==> config.mk <==
export PLATFORM = sky130hd
export DESIGN_NAME = rle_disk_image_decoder_unit
export DESIGN_NICKNAME = d
export VERILOG_FILES = /design/src/hdl/rdi_pkg.sv /design/src/hdl/rdi_front.sv /design/src/hdl/rdi_queue.sv /design/src/hdl/rdi_back.sv /design/src/hdl/rle_disk_image_decoder_unit.sv
export SDC_FILE = /design/constraint.sdc
export NUM_CORES = 1
export LEC_CHECK = 0
export BUFFER_PORTS_ARGS = -buffer_cell sky130_fd_sc_hd__buf_2
export CORE_AREA = 2 2 184 186
export DETAILED_ROUTE_END_ITERATION = 10
export DIE_AREA = 0 0 186 188
export PLACE_DENSITY_LB_ADDON = 0.05
export SETUP_SLACK_MARGIN = 0.05
export SLEW_MARGIN = 20
export SYNTH_ARGS = -nofsm -noshare
export SYNTH_HDL_FRONTEND = slang
export SYNTH_SLANG_ARGS = --single-unit
==> constraint.sdc <==
create_clock -name clk -period 14.6 [get_ports clk]
set_input_delay 2.92 -clock clk [delete_from_list [all_inputs] [get_ports clk]]
set_output_delay 2.92 -clock clk [all_outputs]
set_load 0.02 [all_outputs]
==> src/hdl/rdi_pkg.sv <==
`timescale 1ns / 1ps
// ----------------------------------------------------------------------------
// rdi_pkg
// Shared types and constants for the disk image run-length decoder.
// ----------------------------------------------------------------------------
package rdi_pkg;

    localparam int POSITION_BITS_DEFAULT = 24;
    localparam int SIZE_BITS             = 24;
    localparam int CRC_BITS              = 32;
    localparam int COUNT_BITS            = 16;

    localparam logic [SIZE_BITS-1:0] IMG_LEN_RESET   = 24'd737280;
    localparam logic [CRC_BITS-1:0]  CRC_START_RESET = 32'h0000_0000;
    localparam logic [7:0]           FILL_BYTE       = 8'hF6;

    // configuration register indexes
    localparam logic REG_IMG_LEN   = 1'b0;
    localparam logic REG_CRC_START = 1'b1;

    // command kinds carried from the parser to the writer
    localparam logic [1:0] CMD_REPEAT  = 2'd0;
    localparam logic [1:0] CMD_LITERAL = 2'd1;
    localparam logic [1:0] CMD_FILL    = 2'd2;
    localparam logic [1:0] CMD_ERROR   = 2'd3;

    // result status codes
    localparam logic [1:0] ST_DATA    = 2'd0;
    localparam logic [1:0] ST_FILL    = 2'd1;
    localparam logic [1:0] ST_TRUNC   = 2'd2;
    localparam logic [1:0] ST_OVERRUN = 2'd3;

    typedef struct packed {
        logic [1:0]            kind;
        logic [7:0]            value;
        logic [COUNT_BITS-1:0] count;  // repeat length, 1..32768
        logic                  more;   // literal bytes still follow in this run
    } cmd_t;

    // reflected CRC-32 table, index cut to 6 bits
    localparam logic [31:0] CRC_TAB [64] = '{
        32'h00000000, 32'h77073096, 32'hEE0E612C, 32'h990951BA,
        32'h076DC419, 32'h706AF48F, 32'hE963A535, 32'h9E6495A3,
        32'h0EDB8832, 32'h79DCB8A4, 32'hE0D5E91E, 32'h97D2D988,
        32'h09B64C2B, 32'h7EB17CBD, 32'hE7B82D07, 32'h90BF1D91,
        32'h1DB71064, 32'h6AB020F2, 32'hF3B97148, 32'h84BE41DE,
        32'h1ADAD47D, 32'h6DDDE4EB, 32'hF4D4B551, 32'h83D385C7,
        32'h136C9856, 32'h646BA8C0, 32'hFD62F97A, 32'h8A65C9EC,
        32'h14015C4F, 32'h63066CD9, 32'hFA0F3D63, 32'h8D080DF5,
        32'h3B6E20C8, 32'h4C69105E, 32'hD56041E4, 32'hA2677172,
        32'h3C03E4D1, 32'h4B04D447, 32'hD20D85FD, 32'hA50AB56B,
        32'h35B5A8FA, 32'h42B2986C, 32'hDBBBC9D6, 32'hACBCF940,
        32'h32D86CE3, 32'h45DF5C75, 32'hDCD60DCF, 32'hABD13D59,
        32'h26D930AC, 32'h51DE003A, 32'hC8D75180, 32'hBFD06116,
        32'h21B4F4B5, 32'h56B3C423, 32'hCFBA9599, 32'hB8BDA50F,
        32'h2802B89E, 32'h5F058808, 32'hC60CD9B2, 32'hB10BE924,
        32'h2F6F7C87, 32'h58684C11, 32'hC1611DAB, 32'hB6662D3D
    };

    function automatic logic [31:0] crc_step(input logic [31:0] crc, input logic [7:0] b);
        logic [5:0] idx;
        idx = b[5:0] ^ crc[5:0];
        return CRC_TAB[idx] ^ {8'h00, crc[31:8]};
    endfunction

endpackage

==> src/hdl/rdi_front.sv <==
`timescale 1ns / 1ps
// ----------------------------------------------------------------------------
// rdi_front
// Block parser: reads length headers and turns data bytes into commands.
// ----------------------------------------------------------------------------
module rdi_front
    import rdi_pkg::*;
(
    input  logic       clk,
    input  logic       rst_n,
    input  logic       beat,        // input beat accepted this cycle
    input  logic [7:0] stream_byte,
    input  logic       end_of_file,
    output logic       push,
    output cmd_t       push_cmd
);

    localparam logic [1:0] PH_LEN_LO  = 2'd0;
    localparam logic [1:0] PH_LEN_HI  = 2'd1;
    localparam logic [1:0] PH_REP_VAL = 2'd2;
    localparam logic [1:0] PH_LITERAL = 2'd3;

    logic [1:0]            phase_reg, phase_next;
    logic [7:0]            length_low_reg, length_low_next;
    logic [14:0]           literal_left_reg, literal_left_next;
    logic [COUNT_BITS-1:0] repeat_count_reg, repeat_count_next;
    logic [15:0]           raw_len;
    logic [14:0]           lit_dec;

    assign raw_len = {stream_byte, length_low_reg};
    assign lit_dec = literal_left_reg - 15'd1;

    always_comb
    begin
        phase_next        = phase_reg;
        length_low_next   = length_low_reg;
        literal_left_next = literal_left_reg;
        repeat_count_next = repeat_count_reg;
        push              = 1'b0;
        push_cmd.kind     = CMD_ERROR;
        push_cmd.value    = stream_byte;
        push_cmd.count    = repeat_count_reg;
        push_cmd.more     = (lit_dec != 15'd0);
        if (beat)
        begin
            if (end_of_file)
            begin
                push          = 1'b1;
                push_cmd.kind = (phase_reg == PH_LEN_LO || phase_reg == PH_LEN_HI) ?
                                CMD_FILL : CMD_ERROR;
            end
            else
            begin
                case (phase_reg)
                    PH_LEN_LO:
                    begin
                        length_low_next = stream_byte;
                        phase_next      = PH_LEN_HI;
                    end
                    PH_LEN_HI:
                    begin
                        if (raw_len == 16'd0)
                            phase_next = PH_LEN_LO;
                        else if (raw_len[15])
                        begin
                            // negative length: two's complement magnitude
                            repeat_count_next = COUNT_BITS'(17'h10000 - {1'b0, raw_len});
                            phase_next        = PH_REP_VAL;
                        end
                        else
                        begin
                            literal_left_next = raw_len[14:0];
                            phase_next        = PH_LITERAL;
                        end
                    end
                    PH_REP_VAL:
                    begin
                        push          = 1'b1;
                        push_cmd.kind = CMD_REPEAT;
                        phase_next    = PH_LEN_LO;
                    end
                    default:
                    begin
                        push              = 1'b1;
                        push_cmd.kind     = CMD_LITERAL;
                        literal_left_next = lit_dec;
                        if (lit_dec == 15'd0)
                            phase_next = PH_LEN_LO;
                    end
                endcase
            end
        end
    end

    always_ff @(posedge clk or negedge rst_n)
    begin
        if (!rst_n)
        begin
            phase_reg        <= PH_LEN_LO;
            length_low_reg   <= 8'd0;
            literal_left_reg <= 15'd0;
            repeat_count_reg <= '0;
        end
        else
        begin
            phase_reg        <= phase_next;
            length_low_reg   <= length_low_next;
            literal_left_reg <= literal_left_next;
            repeat_count_reg <= repeat_count_next;
        end
    end

endmodule

==> src/hdl/rdi_queue.sv <==
`timescale 1ns / 1ps
// ----------------------------------------------------------------------------
// rdi_queue
// Two-entry command queue between parser and writer.
// ----------------------------------------------------------------------------
module rdi_queue
    import rdi_pkg::*;
(
    input  logic clk,
    input  logic rst_n,
    input  logic push,
    input  cmd_t push_cmd,
    output logic full,
    input  logic pop,
    output logic not_empty,
    output cmd_t head
);

    cmd_t       mem [2];
    logic       wr_ptr_reg, wr_ptr_next;
    logic       rd_ptr_reg, rd_ptr_next;
    logic [1:0] fill_reg, fill_next;

    assign full      = (fill_reg == 2'd2);
    assign not_empty = (fill_reg != 2'd0);
    assign head      = mem[rd_ptr_reg];

    always_comb
    begin
        wr_ptr_next = wr_ptr_reg ^ push;
        rd_ptr_next = rd_ptr_reg ^ pop;
        fill_next   = fill_reg + {1'b0, push} - {1'b0, pop};
    end

    always_ff @(posedge clk)
    begin
        if (push)
            mem[wr_ptr_reg] <= push_cmd;
    end

    always_ff @(posedge clk or negedge rst_n)
    begin
        if (!rst_n)
        begin
            wr_ptr_reg <= 1'b0;
            rd_ptr_reg <= 1'b0;
            fill_reg   <= 2'd0;
        end
        else
        begin
            wr_ptr_reg <= wr_ptr_next;
            rd_ptr_reg <= rd_ptr_next;
            fill_reg   <= fill_next;
        end
    end

endmodule

==> src/hdl/rdi_back.sv <==
`timescale 1ns / 1ps
// ----------------------------------------------------------------------------
// rdi_back
// Image writer: tracks position and CRC, clamps runs, drives result register.
// ----------------------------------------------------------------------------
module rdi_back
    import rdi_pkg::*;
#(
    parameter int POSITION_BITS = POSITION_BITS_DEFAULT
)
(
    input  logic                 clk,
    input  logic                 rst_n,
    input  logic [SIZE_BITS-1:0] img_len,
    input  logic                 crc_load,
    input  logic [CRC_BITS-1:0]  crc_start,
    input  logic                 q_valid,
    input  cmd_t                 q_head,
    output logic                 q_pop,
    output logic                 out_valid,
    input  logic                 out_ready,
    output logic [7:0]           out_value,
    output logic [SIZE_BITS-1:0] out_count,
    output logic [CRC_BITS-1:0]  out_crc,
    output logic [1:0]           out_status,
    output logic                 out_last
);

    localparam int PW = POSITION_BITS;
    localparam int SW = (PW > SIZE_BITS) ? PW : SIZE_BITS;
    localparam logic [SW-1:0] PMAX = SW'((65'd1 << PW) - 65'd1);

    localparam logic [1:0] S_IDLE = 2'd0;
    localparam logic [1:0] S_LOOP = 2'd1;
    localparam logic [1:0] S_EMIT = 2'd2;

    logic [1:0]            state_reg, state_next;
    logic [PW-1:0]         pos_reg, pos_next;
    logic [CRC_BITS-1:0]   crc_reg, crc_next;
    logic                  finished_reg, finished_next;
    logic [7:0]            wval_reg, wval_next;
    logic [COUNT_BITS-1:0] wleft_reg, wleft_next;
    logic [COUNT_BITS-1:0] wcount_reg, wcount_next;
    logic [1:0]            wstatus_reg, wstatus_next;
    logic                  wlast_reg, wlast_next;

    logic                  ov_reg, ov_next;
    logic [7:0]            oval_reg, oval_next;
    logic [SIZE_BITS-1:0]  ocnt_reg, ocnt_next;
    logic [CRC_BITS-1:0]   ocrc_reg, ocrc_next;
    logic [1:0]            ost_reg, ost_next;
    logic                  olast_reg, olast_next;

    logic [SW-1:0]         size_w, lim_w, rem_w;
    logic [PW-1:0]         lim, rem, pos_n, pos_1;
    logic                  clamp, rep_last, slot_free, load_out;
    logic [COUNT_BITS-1:0] rep_n;
    logic [CRC_BITS-1:0]   crc_lit;

    assign size_w    = SW'(img_len);
    assign lim_w     = (size_w < PMAX) ? size_w : PMAX;
    assign lim       = lim_w[PW-1:0];
    assign rem       = (pos_reg < lim) ? (lim - pos_reg) : '0;
    assign rem_w     = SW'(rem);
    assign clamp     = (PW'(q_head.count) > rem);
    assign rep_n     = clamp ? rem[COUNT_BITS-1:0] : q_head.count;
    assign pos_n     = pos_reg + PW'(rep_n);
    assign rep_last  = clamp || (pos_n >= lim);
    assign pos_1     = pos_reg + PW'(1);
    assign crc_lit   = crc_step(crc_reg, q_head.value);
    assign slot_free = !ov_reg || out_ready;

    always_comb
    begin
        state_next    = state_reg;
        pos_next      = pos_reg;
        crc_next      = crc_reg;
        finished_next = finished_reg;
        wval_next     = wval_reg;
        wleft_next    = wleft_reg;
        wcount_next   = wcount_reg;
        wstatus_next  = wstatus_reg;
        wlast_next    = wlast_reg;
        ov_next       = ov_reg && !out_ready;
        oval_next     = oval_reg;
        ocnt_next     = ocnt_reg;
        ocrc_next     = ocrc_reg;
        ost_next      = ost_reg;
        olast_next    = olast_reg;
        q_pop         = 1'b0;
        load_out      = 1'b0;

        case (state_reg)
            S_IDLE:
            begin
                if (q_valid && finished_reg)
                    q_pop = 1'b1;  // decoding stopped: drop
                else if (q_valid && q_head.kind == CMD_REPEAT && rep_n != '0)
                begin
                    q_pop        = 1'b1;
                    wval_next    = q_head.value;
                    wleft_next   = rep_n;
                    wcount_next  = rep_n;
                    wstatus_next = clamp ? ST_OVERRUN : ST_DATA;
                    wlast_next   = rep_last;
                    pos_next     = pos_n;
                    state_next   = S_LOOP;
                end
                else if (q_valid && slot_free)
                begin
                    q_pop     = 1'b1;
                    load_out  = 1'b1;
                    oval_next = q_head.value;
                    ocnt_next = '0;
                    ocrc_next = crc_reg;
                    case (q_head.kind)
                        CMD_REPEAT:
                        begin
                            // nothing left to write for this run
                            ost_next   = clamp ? ST_OVERRUN : ST_DATA;
                            olast_next = rep_last;
                        end
                        CMD_LITERAL:
                        begin
                            if (rem == '0)
                            begin
                                ost_next   = ST_OVERRUN;
                                olast_next = 1'b1;
                            end
                            else
                            begin
                                crc_next   = crc_lit;
                                pos_next   = pos_1;
                                ocrc_next  = crc_lit;
                                ocnt_next  = SIZE_BITS'(1);
                                olast_next = (pos_1 >= lim);
                                ost_next   = ((pos_1 >= lim) && q_head.more) ?
                                             ST_OVERRUN : ST_DATA;
                            end
                        end
                        CMD_FILL:
                        begin
                            oval_next  = FILL_BYTE;
                            ocnt_next  = rem_w[SIZE_BITS-1:0];
                            pos_next   = pos_reg + rem;
                            ost_next   = ST_FILL;
                            olast_next = 1'b1;
                        end
                        default:
                        begin
                            oval_next  = 8'd0;
                            ost_next   = ST_TRUNC;
                            olast_next = 1'b1;
                        end
                    endcase
                end
            end
            S_LOOP:
            begin
                crc_next   = crc_step(crc_reg, wval_reg);
                wleft_next = wleft_reg - COUNT_BITS'(1);
                if (wleft_reg == COUNT_BITS'(1))
                    state_next = S_EMIT;
            end
            default:
            begin
                if (slot_free)
                begin
                    load_out   = 1'b1;
                    oval_next  = wval_reg;
                    ocnt_next  = SIZE_BITS'(wcount_reg);
                    ocrc_next  = crc_reg;
                    ost_next   = wstatus_reg;
                    olast_next = wlast_reg;
                    state_next = S_IDLE;
                end
            end
        endcase

        if (load_out)
        begin
            ov_next = 1'b1;
            if (olast_next)
                finished_next = 1'b1;
        end

        if (crc_load)
            crc_next = crc_start;
    end

    always_ff @(posedge clk or negedge rst_n)
    begin
        if (!rst_n)
        begin
            state_reg    <= S_IDLE;
            pos_reg      <= '0;
            crc_reg      <= CRC_START_RESET;
            finished_reg <= 1'b0;
            ov_reg       <= 1'b0;
            wleft_reg    <= '0;
        end
        else
        begin
            state_reg    <= state_next;
            pos_reg      <= pos_next;
            crc_reg      <= crc_next;
            finished_reg <= finished_next;
            ov_reg       <= ov_next;
            wleft_reg    <= wleft_next;
        end
    end

    always_ff @(posedge clk)
    begin
        wval_reg    <= wval_next;
        wcount_reg  <= wcount_next;
        wstatus_reg <= wstatus_next;
        wlast_reg   <= wlast_next;
        oval_reg    <= oval_next;
        ocnt_reg    <= ocnt_next;
        ocrc_reg    <= ocrc_next;
        ost_reg     <= ost_next;
        olast_reg   <= olast_next;
    end

    assign out_valid  = ov_reg;
    assign out_value  = oval_reg;
    assign out_count  = ocnt_reg;
    assign out_crc    = ocrc_reg;
    assign out_status = ost_reg;
    assign out_last   = olast_reg;

    // no result is produced once the image is closed
    a_no_out_after_finish: assert property (@(posedge clk) disable iff (!rst_n)
        load_out |-> !finished_reg)
        else $error("result loaded after decoding finished");

    // a final result closes the image on the next edge
    a_last_closes: assert property (@(posedge clk) disable iff (!rst_n)
        (load_out && olast_next) |=> finished_reg)
        else $error("final result did not close the image");

    // the repeat loop never runs with an empty count
    a_loop_count: assert property (@(posedge clk) disable iff (!rst_n)
        (state_reg == S_LOOP) |-> (wleft_reg != '0))
        else $error("repeat loop running with zero count");

    // a run in progress never starts after the image closed
    a_busy_open: assert property (@(posedge clk) disable iff (!rst_n)
        (state_reg != S_IDLE) |-> !finished_reg)
        else $error("run in progress after decoding finished");

endmodule

==> src/hdl/rle_disk_image_decoder_unit.sv <==
`timescale 1ns / 1ps
// ----------------------------------------------------------------------------
// rle_disk_image_decoder_unit
// Run-length decoder for a compressed floppy image stream with running CRC.
// ----------------------------------------------------------------------------
//  channel  dir  beat contents
//  -------  ---  -------------------------------------------------------------
//  s_*      in   one compressed byte, or the end-of-file marker
//  m_*      out  one run: value, count, CRC after the run, status, last
//  cfg_*    in   register write: 0 image length, 1 crc_start (also loads CRC)
//
//  Header and literal bytes: one beat per cycle on the input side while the queue has room.
//  A repeat run occupies the writer for one CRC table step per
//  repeated byte; the two-entry command queue lets the parser run ahead.
//  Reset brings the parser to a block boundary, position 0 and CRC 0;
//  no clearing pass. A stalled m_tready backs up the writer, then the queue,
//  then s_tready. Once a result with last goes out, later beats are dropped.
// ----------------------------------------------------------------------------
module rle_disk_image_decoder_unit
    import rdi_pkg::*;
#(
    parameter int POSITION_BITS = POSITION_BITS_DEFAULT
)
(
    input  logic        clk,
    input  logic        rst_n,
    // slave stream
    input  logic        s_tvalid,
    output logic        s_tready,
    input  logic [7:0]  s_tdata,   // [7:0] stream_byte
    input  logic        s_tuser,   // [0] end_of_file
    // master stream
    output logic        m_tvalid,
    input  logic        m_tready,
    output logic [63:0] m_tdata,   // [7:0] run_value, [31:8] run_count, [63:32] running_crc
    output logic [1:0]  m_tuser,   // [1:0] status
    output logic        m_tlast,   // last
    // configuration writes
    input  logic        cfg_valid,
    output logic        cfg_ready,
    input  logic        cfg_index,
    input  logic [31:0] cfg_data
);

    logic                 s_beat;
    logic                 push, q_full, q_valid, q_pop;
    cmd_t                 push_cmd, q_head;
    logic                 cfg_beat, crc_load;
    logic [SIZE_BITS-1:0] img_len_reg, img_len_next;
    logic [7:0]           run_value;
    logic [SIZE_BITS-1:0] run_count;
    logic [CRC_BITS-1:0]  running_crc;

    // the user issues config writes only while idle; the block does not enforce it, so always accept
    assign cfg_ready = 1'b1;
    assign cfg_beat  = cfg_valid && cfg_ready;
    assign crc_load  = cfg_beat && (cfg_index == REG_CRC_START);

    always_comb
    begin
        img_len_next = img_len_reg;
        if (cfg_beat && cfg_index == REG_IMG_LEN)
            img_len_next = cfg_data[SIZE_BITS-1:0];
    end

    always_ff @(posedge clk or negedge rst_n)
    begin
        if (!rst_n)
            img_len_reg <= IMG_LEN_RESET;
        else
            img_len_reg <= img_len_next;
    end

    // parser accepts whenever the queue has room
    assign s_tready = !q_full;
    assign s_beat   = s_tvalid && s_tready;

    rdi_front u_front (
        .clk         (clk),
        .rst_n       (rst_n),
        .beat        (s_beat),
        .stream_byte (s_tdata),
        .end_of_file (s_tuser),
        .push        (push),
        .push_cmd    (push_cmd)
    );

    rdi_queue u_queue (
        .clk       (clk),
        .rst_n     (rst_n),
        .push      (push),
        .push_cmd  (push_cmd),
        .full      (q_full),
        .pop       (q_pop),
        .not_empty (q_valid),
        .head      (q_head)
    );

    rdi_back #(
        .POSITION_BITS (POSITION_BITS)
    ) u_back (
        .clk        (clk),
        .rst_n      (rst_n),
        .img_len    (img_len_reg),
        .crc_load   (crc_load),
        .crc_start  (cfg_data),
        .q_valid    (q_valid),
        .q_head     (q_head),
        .q_pop      (q_pop),
        .out_valid  (m_tvalid),
        .out_ready  (m_tready),
        .out_value  (run_value),
        .out_count  (run_count),
        .out_crc    (running_crc),
        .out_status (m_tuser),
        .out_last   (m_tlast)
    );

    assign m_tdata = {running_crc, run_count, run_value};

endmodule
==> results.sh, run 1 <==
export IMPL_yosysSeqAreaShare_pct=39.3
export IMPL_vias=17600
export IMPL_n_fill_cell=2638
export IMPL_drt_iter0_markers=1690
export IMPL_netlist_instances=2218
export IMPL_min_period_ps=11690
export IMPL_skew_ps=14.8
export IMPL_htreeDepth=2
export IMPL_dieArea_sq_um=35000
export IMPL_cts_resized_gates=0
export IMPL_root_buffer="clkbuf_16"
export IMPL_worst_pin_slew_ps=1160
export IMPL_final_setup_tns_ps=0
export IMPL_area_growth_pct=10.2
export IMPL_r2r_cells=43
export IMPL_rows=67
export IMPL_fmax_mhz=85.5
export IMPL_synth_edff_count=146
export IMPL_synth_ff_type="edfxtp_1"
export IMPL_clk_latency_ps=550
export IMPL_hpwl_microns=46800
export IMPL_path_class="flop to flop"
export IMPL_grt_util_all_layers_pct=36.0
export IMPL_cts_setup_buffers=0
export IMPL_core_sq_um=33100
export IMPL_ioPinCount=117
export IMPL_drt_total_wl_microns=62700
export IMPL_max_cap_violations=0
export IMPL_drt_pre_antenna_iters=5
export IMPL_largest_reg_flops=54
export IMPL_syn_num_nets=2407
export IMPL_required_ps=15040
export IMPL_drc_errors=0
export IMPL_start_util_pct=61.8
export IMPL_clk_pin_slew_ps=60
export IMPL_synthArstFlopShare_pct=49.7
export IMPL_grt_first_pass_wirelength_microns=96400
export IMPL_yosysWarnings=0
export IMPL_clock_sinks=292
export IMPL_hold_violations=0
export IMPL_synth_area_sq_um=20500
export IMPL_outcome="finished, final reports clean"
export IMPL_crit_arrival_ps=12130
export IMPL_grt_ovfl_total=0
export IMPL_slew_headroom_pct=22.4
export IMPL_path_buf_inv=2
export IMPL_portBuffers=115
export IMPL_nNetsFinal=2463
export IMPL_avgSynthCellArea_sq_um=9.22
export IMPL_path_max_fanout=19
export IMPL_ys_types=92
export IMPL_grt_pass1_vias=16700
export IMPL_clockBufferDepth=3
export IMPL_cts_hold_buffers=0
export IMPL_rsz0062_at_grt="no"
export IMPL_max_stage_delay_ps=730
export IMPL_worst_path_max_delay_cell="o21a_1"
export IMPL_cp_start_kind="flop"
export IMPL_hold_path_class="flop to flop"
export IMPL_setup_violations=0
export IMPL_n_antenna_cell=0
export IMPL_dieWidth_microns=186
export IMPL_end_kind="flop"
export IMPL_drv_slew=0
export IMPL_hold_depth=0
export IMPL_drive_gt1_share_pct=11.9
export IMPL_period_share_pct=80.1
export IMPL_dieHeight_microns=188
export IMPL_via_per_inst=6.39
export IMPL_detail_route_wl_per_cell_microns=22.8
export IMPL_postRouteAntennaNets=0
export IMPL_cp_num_cells=43
export IMPL_cts_tree="yes"
export IMPL_gp_congestion=0.989
export IMPL_critical_path_top_delay_family="compound AO/OA/AOI/OAI gates"
export IMPL_grt_start_max_net_pins=91
export IMPL_antenna_found_initial=1
export IMPL_numCtsBuffers=34
export IMPL_synth_seq_cells=292
-- synthesized netlist by cell type, types with 11 or more instances --
master | count | area [sq um]
a211oi_1 | 20 | 150
a21o_1 | 31 | 233
a21oi_1 | 116 | 581
a221o_1 | 11 | 110
a22oi_1 | 12 | 90.1
a31oi_1 | 22 | 138
and3_1 | 13 | 81.3
buf_2 | 19 | 95.1
clkbuf_1 | 91 | 342
dfrtp_1 | 141 | 3530
edfxtp_1 | 146 | 4380
ha_1 | 139 | 1740
inv_1 | 124 | 465
mux2_2 | 29 | 327
mux2i_1 | 60 | 601
nand2_1 | 242 | 908
nand2b_1 | 22 | 138
nand3_1 | 40 | 200
nand4_1 | 23 | 144
nor2_1 | 152 | 571
nor2b_1 | 16 | 100
nor3_1 | 67 | 335
nor4_1 | 18 | 113
o211ai_1 | 30 | 225
o21a_1 | 19 | 143
o21ai_0 | 160 | 801
o21ai_1 | 15 | 75.1
o22ai_1 | 22 | 138
o31ai_1 | 18 | 135
or3_1 | 20 | 125
xnor2_1 | 141 | 1230
xor2_1 | 61 | 534
-- cell usage in the layout, fill, tap and decap left out, types with 23 or more instances in the layout --
master / synthesis / routed
nand2_1: 242 / 242
o21ai_0: 160 / 160
nor2_1: 152 / 152
edfxtp_1: 146 / 146
dfrtp_1: 141 / 141
xnor2_1: 141 / 140
ha_1: 139 / 139
inv_1: 124 / 124
a21oi_1: 116 / 115
buf_2: 19 / 114
nor3_1: 67 / 67
xor2_1: 61 / 61
mux2i_1: 60 / 60
nand3_1: 40 / 40
clkbuf_16: 0 / 35
a21o_1: 31 / 31
o211ai_1: 30 / 30
mux2_2: 29 / 29
buf_4: 4 / 24
nand4_1: 23 / 23
-- stage by stage --
| step | hold WS, ps | util [%] | cells | setup slack (ps) | instance area (sq um) |
|---|---|---|---|---|---|
| after floorplan | 437 | - | 2218 | 2820 | 20500 |
| after global placement | 450 | 64.4 | 2686 | 3660 | 21300 |
| after detailed placement | 454 | 64.4 | 2686 | 3370 | 21300 |
| after CTS | 468 | 68.1 | 2748 | 3310 | 22500 |
| after global routing | 483 | 68.1 | 2748 | 2250 | 22500 |
| final | 478 | 68.1 | 2748 | 2910 | 22500 |
-- final cells by class --
class	count	area [sq um]	share of cell area (%)
Clock buffer	40	915	4.06
Clock inverter	22	317	1.40
Inverter	126	473	2.10
Multi-Input combinational cell	1681	11500	50.9
Sequential cell	292	8040	35.6
Tap cell	448	561	2.49
Timing Repair Buffer	139	762	3.38
-- worst paths after layout --
kind | startpoint | to | slack, ps
setup / recovery | flop | u_back.finished_reg | 2910
min in group asynchronous | rst_n | u_back.pos_reg[23] | 2500
max in group asynchronous | rst_n | img_len_reg[15] | 10760
hold reg to reg | u_front.repeat_count_reg[13] | u_queue.mem[1][14] | 480
hold / removal | u_front.repeat_count_reg[13] | u_queue.mem[1][14] | 480
setup reg to reg | flop | u_back.finished_reg | 2910
-- logic make-up after synthesis --
family,synth area share (%)
adder cells (fa/ha/maj),8.84
XOR/XNOR,8.73
flip-flops,39.3
multiplexers,4.53
AND/OR/NAND/NOR,15.2
AO/OA/AOI/OAI,18.7
other,0.0183
buffers and inverters,4.76
-- routing by layer --
metal	routed length (microns)	vias up	global-route usage [%]
li1	-	8169	-
met1	26100	8386	49.4
met2	27900	818	55.2
met3	5490	195	6.78
met4	3250	0	16.3
met5	0	-	0
-- worst register-to-register path, delay by kind of cell, from the launching register on --
family	cells	cell delay, ps
flip-flops	1	500
AND/OR/NAND/NOR	11	2150
multiplexers	1	190
XOR/XNOR	1	200
buffers and inverters	2	340
adder cells (fa/ha/maj)	6	2090
AO/OA/AOI/OAI	22	6120
Power of run 1 is not shown: default switching activity piles up to over one toggle a cycle in this logic, so the estimate is an artifact.
==> inputs of run 2 (changes only) <==
--- a/config.mk
+++ b/config.mk
@@ -5,10 +5,11 @@
 export SDC_FILE = /design/constraint.sdc
 export NUM_CORES = 1
 export LEC_CHECK = 0
+export ABC_AREA = 1
 export BUFFER_PORTS_ARGS = -buffer_cell sky130_fd_sc_hd__buf_2
-export CORE_AREA = 2 2 184 186
+export CORE_AREA = 2 2 196 198
 export DETAILED_ROUTE_END_ITERATION = 10
-export DIE_AREA = 0 0 186 188
+export DIE_AREA = 0 0 198 200
 export PLACE_DENSITY_LB_ADDON = 0.05
 export SETUP_SLACK_MARGIN = 0.05
 export SLEW_MARGIN = 20
==> constraint.sdc (replaced) <==
create_clock -name clk -period 10.3 [get_ports clk]
set_input_delay 2.06 -clock clk [delete_from_list [all_inputs] [get_ports clk]]
set_output_delay 2.06 -clock clk [all_outputs]
set_load 0.02 [all_outputs]
==> results.sh, run 2 <==
export IMPL_largest_reg_flops=54
export IMPL_yosysWarnings=0
export IMPL_cts_hold_buffers=0
export IMPL_fmax_mhz=109
export IMPL_end_kind="flop"
export IMPL_power_switching_mw=4.74
export IMPL_drc_errors=0
export IMPL_grt_util_all_layers_pct=33.2
export IMPL_netlist_instances=2678
export IMPL_synth_area_sq_um=21000
export IMPL_synthTopCellsByArea="edfxtp_1 21%, dfrtp_1 17%, nand2_1 11%"
export IMPL_worst_pin_slew_ps=1090
export IMPL_ioPinCount=117
export IMPL_detail_route_wl_per_cell_microns=19.8
export IMPL_p_int_mw=4.55
export IMPL_layout_common_cells="639 x nand2_1, 294 x inv_1, 227 x nor2_1"
export IMPL_max_cap_violations=0
export IMPL_avgSynthCellArea_sq_um=7.86
export IMPL_r2r_cells=49
export IMPL_reg2reg_to="u_back.finished_reg"
export IMPL_synth_seq_cells=292
export IMPL_crit_arrival_ps=9600
export IMPL_portBuffers=115
export IMPL_period_share_pct=88.9
export IMPL_dieHeight_microns=200
export IMPL_worst_ir_drop_vdd_v=0.000240
export IMPL_clk_latency_ps=560
export IMPL_n_antenna_cell=0
export IMPL_reg2reg_slack_ps=1140
export IMPL_max_stage_delay_ps=640
export IMPL_vias=18600
export IMPL_worst_path_max_delay_cell="nor3_1"
export IMPL_clk_pin_slew_ps=60
export IMPL_final_util_pct=61.9
export IMPL_drv_slew=0
export IMPL_antenna_found_initial=0
export IMPL_rows=71
export IMPL_clockPowerShare_pct=14.9
export IMPL_drt_iter0_markers=1638
export IMPL_drive_gt1_share_pct=11.7
export IMPL_outcome="finished, final reports clean"
export IMPL_start_util_pct=56.3
export IMPL_seq_power_share_pct=22.7
export IMPL_p_leak_nw=10.9
export IMPL_required_ps=10740
export IMPL_clockBufferDepth=3
export IMPL_hpwl_microns=48700
export IMPL_hold_depth=0
export IMPL_switching_share_pct=51.0
export IMPL_synth_edff_count=146
export IMPL_layout_commonest_cell="nand2_1"
export IMPL_placed_area_sq_um=21900
export IMPL_synth_top_area_cell="edfxtp_1"
export IMPL_final_setup_tns_ps=0
export IMPL_skew_ps=12.7
export IMPL_root_buffer="clkbuf_16"
export IMPL_min_to="u_queue.mem[0][15]"
export IMPL_cpMostUsedCell="nand2_1"
export IMPL_yosysSeqAreaShare_pct=38.2
export IMPL_rsz0062_at_grt="no"
export IMPL_dieWidth_microns=198
export IMPL_grt_ovfl_total=0
export IMPL_postRouteAntennaNets=0
export IMPL_htreeDepth=2
export IMPL_min_period_ps=9160
export IMPL_cts_setup_buffers=0
export IMPL_synth_commonest_cells="640 x nand2_1, 295 x inv_1, 231 x nor2_1"
export IMPL_dieArea_sq_um=39600
export IMPL_grt_pass1_vias=17400
export IMPL_hold_path_class="flop to flop"
export IMPL_drt_pre_antenna_iters=8
export IMPL_final_area_sq_um=23100
export IMPL_via_per_inst=5.70
export IMPL_core_sq_um=37400
export IMPL_gp_congestion=0.938
export IMPL_nNetsFinal=2924
export IMPL_synthDominantCellAreaShare_pct=20.8
export IMPL_drt_total_wl_microns=64700
export IMPL_numCtsBuffers=34
export IMPL_grt_start_max_net_pins=90
export IMPL_path_class="flop to flop"
export IMPL_syn_num_nets=2867
export IMPL_cts_resized_gates=0
export IMPL_min_delay_start="u_front.repeat_count_reg[14]"
export IMPL_synth_ff_type="edfxtp_1"
export IMPL_area_growth_pct=9.93
export IMPL_ys_types=63
export IMPL_hold_violations=0
export IMPL_comb_power_share_pct=62.4
export IMPL_powerDensity_nw_per_um2=402
export IMPL_cts_tree="yes"
export IMPL_setup_violations=0
export IMPL_synthArstFlopShare_pct=49.7
export IMPL_slew_headroom_pct=27.0
export IMPL_grt_first_pass_wirelength_microns=101000
export IMPL_path_max_fanout=19
export IMPL_synth_most_common_cell="nand2_1"
export IMPL_cp_start_kind="flop"
export IMPL_clock_sinks=292
run 2: per-layer routing:
metal,GRT usage (%),vias up,part of all wire [%]
li1,-,8948,-
met1,47.5,8804,44
met2,51.3,765,44
met3,4.94,119,7.8
met4,12.0,0,3.7
met5,0,-,0
run 2: power groups by stage:
| stage | Clock (mW) | Sequential, mW | Combinational (mW) |
|---|---|---|---|
| global route | 1.44 | 2.16 | 6.39 |
| global placement | 0 | 2.10 | 5.59 |
| floorplan | 0 | 2.21 | 4.02 |
| CTS | 1.40 | 2.10 | 5.71 |
| finish | 1.38 | 2.11 | 5.80 |
| detailed placement | 0 | 2.12 | 5.65 |
run 2: worst max path at each step:
stage,from,end
after global placement,flop,u_back.finished_reg
after detailed placement,flop,u_back.finished_reg
after floorplan,flop,u_back.finished_reg
after global routing,flop,u_back.finished_reg
final,flop,u_back.finished_reg
after CTS,flop,u_back.finished_reg
run 2: critical path, delay by kind of cell, from the launching register on:
kind | cells | cell delay, ps
XOR/XNOR | 1 | 230
flip-flops | 1 | 490
buffers and inverters | 3 | 380
AO/OA/AOI/OAI | 14 | 2540
AND/OR/NAND/NOR | 26 | 3700
adder cells (fa/ha/maj) | 5 | 1650
run 2: cells by family after synthesis:
family	after synthesis	share of synthesized area, %
other	1	0.0178
and+or+nand+nor	1111	22.5
buffers and inverters	410	7.96
adders and majority gates	142	8.55
xor gates and xnor gates	193	8.03
DFF	292	38.2
AOI/OAI and AO/OA	529	14.7
run 2: stage by stage:
step	hold slack, ps	instances	total power, mW	setup WS (ps)
2_1_floorplan	442	2678	6.24	3350
3_3_place_gp	450	3210	7.69	1600
3_5_place_dp	463	3210	7.76	1390
4_1_cts	475	3272	9.21	1340
5_1_grt	488	3272	9.99	528
6_report	477	3272	9.29	1140
run 2: final cells by class:
| cell class | count | area, sq um |
|---|---|---|
| clock inverters | 22 | 384 |
| well taps | 511 | 639 |
| fillers | 3351 | 14300 |
| multi-input cells | 1976 | 11400 |
| inverters | 300 | 1130 |
| repair buffers | 131 | 702 |
| clock buffers | 40 | 883 |
| flip-flops and latches | 292 | 8040 |
Note: power is estimated with default switching activity, not from simulation.
